### src/tpi_pkg.sv
// tpi_pkg: shared widths, reset constants and the item type passed from the
// classifier front end to the divide back end. No dependencies.
package tpi_pkg;

  localparam int COORD_W = 24;
  localparam int VAL_W   = 32;
  localparam int TOL_W   = 40;
  localparam int IN_W    = 8 * COORD_W + 3 * VAL_W;  // 288, already whole bytes

  localparam int DIFF_W  = COORD_W + 1;   // coordinate differences
  localparam int DZ_W    = VAL_W + 1;     // value differences
  localparam int NZ_W    = 51;            // doubled signed area
  localparam int NXY_W   = 59;            // nx and ny cross terms
  localparam int NUM_W   = 85;            // signed numerator
  localparam int MAG_W   = 84;            // numerator magnitude
  localparam int QBITS   = 33;            // quotient bits before saturation

  localparam logic [TOL_W-1:0] TOL_RESET = 40'd4295;

  typedef struct packed {
    logic                     colin;
    logic                     nz_neg;
    logic [NZ_W-1:0]          nzm;
    logic signed [NXY_W-1:0]  nx;
    logic signed [NXY_W-1:0]  ny;
    logic signed [DIFF_W-1:0] dpx;
    logic signed [DIFF_W-1:0] dpy;
    logic signed [VAL_W-1:0]  z1;
  } front_item_t;

endpackage

### src/tpi_fifo.sv
// tpi_fifo: small queue of classified items between front and back.
// Depends on tpi_pkg.
module tpi_fifo #(
  parameter int DEPTH = 4
) (
  input  logic                 clk,
  input  logic                 rst,
  input  logic                 push_valid,
  output logic                 push_ready,
  input  tpi_pkg::front_item_t push_item,
  output logic                 pop_valid,
  input  logic                 pop_ready,
  output tpi_pkg::front_item_t pop_item
);
  import tpi_pkg::*;

  localparam int PW = (DEPTH > 1) ? $clog2(DEPTH) : 1;
  localparam int CW = $clog2(DEPTH + 1);

  front_item_t mem [DEPTH];
  logic [PW-1:0] wr_ptr, rd_ptr;
  logic [CW-1:0] count;
  logic push, pop;

  assign push_ready = (count != CW'(DEPTH));
  assign pop_valid  = (count != '0);
  assign push       = push_valid && push_ready;
  assign pop        = pop_valid && pop_ready;
  assign pop_item   = mem[rd_ptr];

  always_ff @(posedge clk) begin
    if (rst) begin
      wr_ptr <= '0;
      rd_ptr <= '0;
      count  <= '0;
    end else begin
      if (push) wr_ptr <= (wr_ptr == PW'(DEPTH - 1)) ? '0 : wr_ptr + 1'b1;
      if (pop)  rd_ptr <= (rd_ptr == PW'(DEPTH - 1)) ? '0 : rd_ptr + 1'b1;
      if (push && !pop)      count <= count + 1'b1;
      else if (pop && !push) count <= count - 1'b1;
    end
  end

  always_ff @(posedge clk) begin
    if (push) mem[wr_ptr] <= push_item;
  end

  a_count_bound: assert property (@(posedge clk) disable iff (rst)
    count <= CW'(DEPTH)) else $error("queue count beyond depth");

endmodule

### config.mk
export PLATFORM = sky130hd
export DESIGN_NAME = tpi_fifo
export DESIGN_NICKNAME = d
export VERILOG_FILES = /design/src/tpi_pkg.sv /design/src/tpi_fifo.sv
export SDC_FILE = /design/constraint.sdc
export NUM_CORES = 1
export LEC_CHECK = 0
export CORE_ASPECT_RATIO = 0.9
export CORE_MARGIN = 1.5
export CORE_UTILIZATION = 63
export DETAILED_ROUTE_END_ITERATION = 8
export DONT_BUFFER_PORTS = 1
export PLACE_DENSITY_LB_ADDON = 0.3
export SYNTH_ARGS = -nofsm -noshare
export SYNTH_HDL_FRONTEND = slang
export SYNTH_SLANG_ARGS = --single-unit
### constraint.sdc
create_clock -name clk -period 12.42 [get_ports clk]
set_clock_uncertainty 0.2 [all_clocks]
set_input_delay 3.726 -clock clk [delete_from_list [all_inputs] [get_ports clk]]
set_output_delay 3.726 -clock clk [all_outputs]
set_load 0.01 [all_outputs]
==> results of run 1 <==
## cell usage after synthesis, types with 2 or more instances
cell type | count | area [µm²]
a21oi_1 | 2 | 10.01
and3_1 | 4 | 25.02
buf_2 | 27 | 135.1
buf_6 | 20 | 225.2
clkbuf_1 | 10 | 37.54
dfxtp_1 | 9 | 180.2
edfxtp_1 | 1012 | 30390
ha_1 | 6 | 75.07
inv_1 | 3 | 11.26
mux2i_1 | 3 | 30.03
mux4_2 | 253 | 5698
nand2b_1 | 2 | 12.51
nor2_1 | 3 | 11.26
or3_1 | 3 | 18.77
xor2_1 | 2 | 17.52
## path summary, 6_finish.rpt
kind,slack (ps),depth (start not counted),end
worst max-delay path,5000,3,pop_item[207]
worst min-delay path,320,2,count[2]
worst max register to register,8790,4,mem[2][75]
worst min register to register,320,2,count[2]
## per-stage QoR
stage               cells  cell area (µm²)  hold WS (ps)
floorplan            1369            36960         263.4
global placement     2105            37750         269.5
detailed placement   2105            37750         279.6
CTS                  2270            40610         312.2
global route         2270            40610         337.4
finish               2270            40610         317.0
## registers in the layout (all words and copies together), names as in the netlist, named ones only
signal  count
wr_ptr      2
rd_ptr      2
mem      1012
count       3
## kinds of logic (layout without fill, tap and decap cells)
| kind of cell | count (synthesis) | in the layout | synth area share |
|---|---|---|---|
| flip-flops | 1021 | 1021 | 0.8271 |
| multiplexers | 256 | 256 | 0.1550 |
| buffers and inverters | 61 | 188 | 0.01121 |
| AND/OR/NAND/NOR | 17 | 17 | 0.002674 |
| adder cells (fa/ha/maj) | 7 | 7 | 0.002573 |
| AO/OA/AOI/OAI | 5 | 5 | 0.0009478 |
| XOR/XNOR | 2 | 2 | 0.0004741 |
## worst reg2reg max path: stages (launching register included)
cell and delay, ps:
dfxtp_1 430, or3b_1 390, and3_4 610, buf_4 720, buf_4 830
## layout make-up
class / instances / area share
clock buffers: 116 / 0.05996
clock inverters: 49 / 0.01044
inverters: 3 / 0.0002773
multi-input cells: 287 / 0.1476
flip-flops and latches: 1021 / 0.7529
well taps: 774 / 0.02385
repair buffers: 20 / 0.004930
## power by group
group | leakage (nW) | internal (W) | total [W] | switching [W]
Sequential | 9.35 | 0.00418 | 0.00429 | 0.000110
Combinational | 1.59 | 0.000530 | 0.00138 | 0.000849
Clock | 1.38 | 0.00152 | 0.00272 | 0.00120
Total | 12.3 | 0.00623 | 0.00839 | 0.00216
## routing by layer
metal / vias up / global-route usage / wire (µm)
met4: 0 / 0.07438 / 2008
met2: 749 / 0.4301 / 40280
met3: 119 / 0.1095 / 8780
li1: 6060 / - / -
met1: 8039 / 0.3075 / 25440
met5: - / 0 / 0
==> impl_results.md, run 1 <==
* Largest net degree at the start of global routing at 131
* Port bufs at 0
* Post-synthesis register bit count at 1021
* Final Max Slew Viols at 0
* Core area at 58230 µm²
* Vias in the first global route at 15540
* CTS Hold Buffers Added at 0
* Sequential share of the synthesized area at 0.8271
* Routed WL per cell at 33.70 µm
* 1st-iter DRT viols at 1573
* Commonest non-fill, non-tap cells in the layout: edfxtp_1, mux4_2, clkbuf_16, clkbuf_1, clkinv_1
* Place WS at 5549 ps
* Buf+Inv Stages, Crit Path at 2
* CTS tree: yes
* Synthesis-to-layout area growth at 9.882%
* Multi-input gate area at 5995 µm²
* Number of synthesized flops with an enable pin at 1012
* Worst-path clk slew at 60 ps
* GR Overflow Total at 0
* N_diodes at 0
* Num CTS Buffers at 94
* Most common cell after layout, fill and taps aside: edfxtp_1
* Slew margin rel. at 0.2860
* Clk root buf: clkbuf_16
* WP data arrival at 3490 ps
* Status: completed
* Critical path type: register to output pin
* Mapped Avg Cell Area at 27.00 µm²
* Hold path start: count[2]
* Final wirelength at 76.51 mm
* RSZ-0062 raised after global routing: no
* Syn nets at 1633
* Peak supply drop at 0.1642 mV
* Final Hold Fails at 0
* Top Family by Delay on Critical Path: buffers and inverters
* Antenna violations before repair at 0
* Actual slew at the worst max-slew pin at 1071 ps
* Final WS setup at 5002 ps
* Worst Setup Start Kind: register
* Crit-path max FO at 110
* Antenna-violating nets left at 0
* R2R Path Start: count[0]
* Clock buffer depth at 3
* Filler cell count in the final layout at 3191
* Yosys warnings at 0
* Clock latency on the worst-skew pair at 630 ps
* Post-CTS sizing at 0
* Final TNS setup at 0 ps
* Register area at 30580 µm²
* Tot Pwr at 0.008387 W
* Pleak at 12.32 nW
* Worst EP required at 8490 ps
* Ratio of cells with drive above 1 in the final layout at 0.2707
* Setup bufs post-CTS at 0
* Routed via count at 14970
* Fin crit share at 0.5972
* First-pass DRT Iterations at 5
* Hold Path Class: register to register
* Vias per cell at 6.593
* Synth cell types at 25
* Cell Rows at 84
* Achievable clock frequency at 134.8 MHz
* Sink Count at 1021
* Setup-failing EPs final at 0
* DIE AREA at 60130 µm²
* Min cycle time layout at 7418 ps
* I/O pin total at 512
* # nets final at 1691
* Die Span X at 258.3 µm
* MaxCap Viol Count at 0
* DIE HEIGHT at 232.8 µm
* Asr flop ratio synth at 0
* Syn Inst Count at 1369
* First-pass GRT wire length at 109.2 mm
* CP endpoint kind: output pin
* Initial Util at 0.6347
* Hpwl dp at 43.58 mm
* Fin util at 0.6975
* Post-synthesis cell area at 36960 µm²
* Drt drc at 0
* H-tree depth at 3
* Cell Pwr Density at 206.5 nW/µm²
* Slowest CP cell: buf_4
* Crit-path cells: buf_4 > buf_12 > mux4_2
* Top FF cell, synth: edfxtp_1
* CP peak stage delay at 780 ps
* Placer congestion estimate at 0.8036
* Total track usage at 0.2572
Power figures use the tool's default switching activity.
==> run 2, diff against run 1 <==
- clock period: 12.42 -> 7.7 ns (I/O delays scaled with it)
==> run 2 against run 1 <==
Effect of this change: die area unchanged; hold slack worse by 30 ps; first-iteration DRC count down 2.0%; sequential power up 62%; largest power group unchanged.
==> impl_results.md, run 2 (same netlist as run 1, synthesis figures left out) <==
* GR Overflow Total at 0
* Clock latency on the worst-skew pair at 630 ps
* Hold Path Class: register to register
* Die Span X at 258.3 µm
* Biggest regs: mem x1012, count x3
* Vias per cell at 6.658
* CTS tree: yes
* Antenna violations before repair at 2
* Final TNS setup at 0 ps
* Reg power frac at 0.498
* Non-filler instance count after layout at 2274
* Achievable clock frequency at 185.3 MHz
* Cell Rows at 84
* Total track usage at 0.2691
* CTS Hold Buffers Added at 0
* Largest net degree at the start of global routing at 135
* First-pass DRT Iterations at 5
* Met3 WL at 9.633 mm
* Num CTS Buffers at 92
* Synthesis-to-layout area growth at 10.80%
* Fin crit share at 0.7009
* Initial Util at 0.6347
* H-tree depth at 3
* I/O pin total at 512
* Vias in the first global route at 15820
* Most common cell after layout, fill and taps aside: edfxtp_1
* Cell Pwr Density at 340.1 nW/µm²
* Final Max Slew Viols at 0
* Sink Count at 1021
* Final Hold Fails at 0
* Port bufs at 0
* Clk root buf: clkbuf_16
* Reg with most FFs: mem
* M1 WL at 26.40 mm
* Placed instance count at 2104
* Commonest non-fill, non-tap cells in the layout: edfxtp_1, mux4_2, clkbuf_16, clkinv_2, clkbuf_1
* P_int at 0.01036 W
* Clock group share of total power at 0.340
* Ratio of cells with drive above 1 in the final layout at 0.2813
* Hpwl dp at 42.48 mm
* Drt drc at 0
* Min cycle time layout at 5397 ps
* Worst EP required at 5190 ps
* Peak supply drop at 0.2388 mV
* WL met2 at 41.62 mm
* DIE HEIGHT at 232.8 µm
* Critical path type: register to output pin
* Clock buffer depth at 3
* Post-CTS sizing at 0
* # nets final at 1688
* Worst Setup Start Kind: register
* Switch share at 0.2564
* DIE AREA at 60130 µm²
* Slew margin rel. at 0.3124
* N_diodes at 0
* First-pass GRT wire length at 113.5 mm
* Routed WL per cell at 35.19 µm
* Max reg flops at 1012
* Status: completed
* Worst-path clk slew at 60 ps
* Pleak at 12.48 nW
* Routed via count at 15140
* Final wirelength at 80.02 mm
* Antenna-violating nets left at 0
* Combinational share of power at 0.162
* RSZ-0062 raised after global routing: no
* Actual slew at the worst max-slew pin at 1031 ps
* 1st-iter DRT viols at 1541
* MaxCap Viol Count at 0
* Crit-path max FO at 56
* Setup bufs post-CTS at 0
* CP endpoint kind: output pin
* WP data arrival at 2890 ps
* Core area at 58230 µm²
* DR top layer: met5
* Net Sw Power at 0.003571 W
* Placer congestion estimate at 0.8040
* Hold slack at 287.3 ps
* Setup-failing EPs final at 0
==> run 2: final timing paths <==
path | from | endpoint | slack (ps) | cells past startpoint
worst max register to register | count[0] | mem[3][206] | 4650 | 3
worst max-delay path | register | pop_item[61] | 2300 | 2
worst min-delay path | rd_ptr[0] | register | 290 | 2
worst min register to register | rd_ptr[0] | register | 290 | 2
==> run 2: critical path, cell delays in order (launching register included) <==
cell     delay, ps
dfxtp_4        940
buf_12         430
mux4_2         680
==> run 2: power groups by stage <==
| stage | Combinational (W) | Sequential (W) | Clock (W) |
|---|---|---|---|
| floorplan | 0.00176 | 0.00699 | 0 |
| global placement | 0.00223 | 0.00698 | 0 |
| detailed placement | 0.00224 | 0.00703 | 0 |
| CTS | 0.00229 | 0.00695 | 0.00480 |
| global route | 0.00236 | 0.00698 | 0.00500 |
| finish | 0.00225 | 0.00694 | 0.00473 |
==> run 2: layout make-up <==
cell class                      instances  area [µm²]
Clock buffer                          114        2446
Clock inverter                         56       670.6
Fill cell                            3124       17280
Inverter                                3       11.26
Multi-Input combinational cell        287        5995
Sequential cell                      1021       30580
Tap cell                              774       968.4
Timing Repair Buffer                   19       280.3
==> run 2: per-layer routing <==
| layer | up-vias | track usage |
|---|---|---|
| li1 | 6062 | - |
| met1 | 8124 | 0.3167 |
| met2 | 823 | 0.4487 |
| met3 | 130 | 0.1194 |
| met4 | 2 | 0.08388 |
| met5 | - | 0 |
==> run 2: through the flow <==
step,total power (W),instance area [µm²],worst slack [ps],utilization
detailed placement,0.009266,37830,2954,0.6497
finish,0.01393,40950,2303,0.7033
global placement,0.009211,37830,2944,0.6497
global route,0.01434,40950,2098,0.7033
CTS,0.01404,40950,2244,0.7033
floorplan,0.008757,36960,1666,-
==> run 3, diff against run 2 <==
- CORE_UTILIZATION: 63 -> 57
- clock period: 7.7 -> 4.7 ns (I/O delays scaled with it)
==> run 3 against run 2 <==
Effect of this change: total power up 67%; non-clock buffer count increased by 33; die area grew 10%; clock-buffer cell count is 2 lower; critical path depth up 1; setup slack worse by 1700 ps; combinational power up 69%; core utilization decreased by 5.3 points; clock power is 72% higher; first-iteration DRC count shrank 24%; critical endpoint is now pop_item[48]; largest cell class unchanged; highest routed layer is now met4.
==> impl_results.md, run 3 (same netlist as run 1, synthesis figures left out) <==
* Peak supply drop at 0.3978 mV
* GR Overflow Total at 0
* Multi-input gate area at 5995 µm²
* Largest net degree at the start of global routing at 80
* Biggest regs: mem x1012, count x3
* Worst R2R End: mem[3][136]
* R2R Path Start: count[0]
* Hold Path Class: register to register
* Pleak at 12.79 nW
* Most common cell after layout, fill and taps aside: edfxtp_1
* DIE HEIGHT at 244.6 µm
* Non-filler instance count after layout at 2392
* Antenna-violating nets left at 0
* Hold slack at 304.2 ps
* Post-CTS sizing at 0
* Placed instance count at 2218
* MaxCap Viol Count at 0
* Setup bufs post-CTS at 0
* Worst EP required at 3090 ps
* Die Span X at 271.4 µm
* Clk root buf: clkbuf_16
* CTS tree: yes
* CTS Hold Buffers Added at 0
* Crit-path max FO at 23
* Reg with most FFs: mem
* Fin crit share at 0.8814
* Routed WL per cell at 32.66 µm
* H-tree depth at 3
* FF-to-FF path depth at 3
* Clock buffer depth at 3
* Ratio of cells with drive above 1 in the final layout at 0.2980
* Clock latency on the worst-skew pair at 650 ps
* Critical path type: register to output pin
* Final wirelength at 78.11 mm
* Commonest non-fill, non-tap cells in the layout: edfxtp_1, mux4_2, clkbuf_16, buf_4, buf_12
* Cell Pwr Density at 558.2 nW/µm²
* Crit path to: pop_item[48]
* WP data arrival at 2530 ps
* First-pass DRT Iterations at 5
* Final Max Slew Viols at 0
* Max reg flops at 1012
* 1st-iter DRT viols at 1177
* Port bufs at 0
* Worst reg2reg setup slack at 2110 ps
* Vias per cell at 6.283
* Slowest CP cell: mux4_2
* RSZ-0062 raised after global routing: no
* DIE AREA at 66380 µm²
* CP peak stage delay at 640 ps
* Status: completed
* Initial Util at 0.5767
* Num CTS Buffers at 95
* Achievable clock frequency at 241.4 MHz
* Routed via count at 15030
* Drt drc at 0
* Place WS at 1178 ps
* Worst Setup Start Kind: register
* Placer congestion estimate at 0.7768
* Total track usage at 0.2384
* First-pass GRT wire length at 113.0 mm
* Register area at 30580 µm²
* Core area at 64080 µm²
* Vias in the first global route at 16050
* I/O pin total at 512
* N_diodes at 0
* Setup-failing EPs final at 0
* Cell Rows at 88
* Hpwl dp at 45.65 mm
* Actual slew at the worst max-slew pin at 902.7 ps
* Antenna violations before repair at 1
* Slew margin rel. at 0.3982
* Filler cell count in the final layout at 3909
* Final Hold Fails at 0
* Final WS setup at 557.4 ps
* Synthesis-to-layout area growth at 12.81%
* Crit-path cells: buf_12 > buf_4 > mux4_2
* CP endpoint kind: output pin
* # nets final at 1724
* Min cycle time layout at 4143 ps
* Worst-path clk slew at 60 ps
* Sink Count at 1021
[run 3: where the power goes]
part / total [W] / internal, W / switching (W) / leakage (nW)
clock: 0.00815 / 0.00483 / 0.00332 / 1.62
combinational: 0.00381 / 0.00151 / 0.00230 / 1.82
sequential: 0.0113 / 0.0110 / 0.000283 / 9.35
total: 0.0233 / 0.0174 / 0.00590 / 12.8
[run 3: how the worst min path moves through the flow]
stage / startpoint / end / depth (start not counted)
after global placement: wr_ptr[1] / wr_ptr[1] / 2
final: count[2] / count[2] / 2
after detailed placement: count[2] / count[2] / 2
after global routing: count[2] / count[2] / 2
after CTS: count[2] / count[2] / 2
after floorplan: rd_ptr[0] / register / 2
[run 3: area by class of cell]
cell class	instances	share of cell area
well taps	855	0.02566
clock buffers	112	0.05906
inverters	3	0.0002701
repair buffers	52	0.01627
flip-flops and latches	1021	0.7334
multi-input cells	287	0.1438
clock inverters	62	0.02155
[run 3: stage by stage]
| stage | power, W | TNS (ps) | area [µm²] | util |
|---|---|---|---|---|
| detailed placement | 0.01531 | 0 | 38330 | 0.5982 |
| floorplan | 0.01435 | -437640 | 36960 | - |
| CTS | 0.02350 | 0 | 41690 | 0.6506 |
| global placement | 0.01522 | 0 | 38330 | 0.5982 |
| global route | 0.02401 | 0 | 41690 | 0.6506 |
| finish | 0.02327 | 0 | 41690 | 0.6506 |
[run 3: metal layers]
layer | vias to the layer above | part of all wire | global-route usage | wire length (µm)
met3 | 135 | 0.11 | 0.1058 | 8791
li1 | 6141 | - | - | -
met2 | 686 | 0.51 | 0.3892 | 39860
met1 | 8068 | 0.35 | 0.2878 | 27210
met4 | 0 | 0.029 | 0.07353 | 2257
met5 | - | 0 | 0 | 0
[run 3: worst max-delay path, delay by kind of cell (launching register included)]
family,cells,cell delay (ps)
flip-flops,1,560
multiplexers,1,640
buffers and inverters,2,670
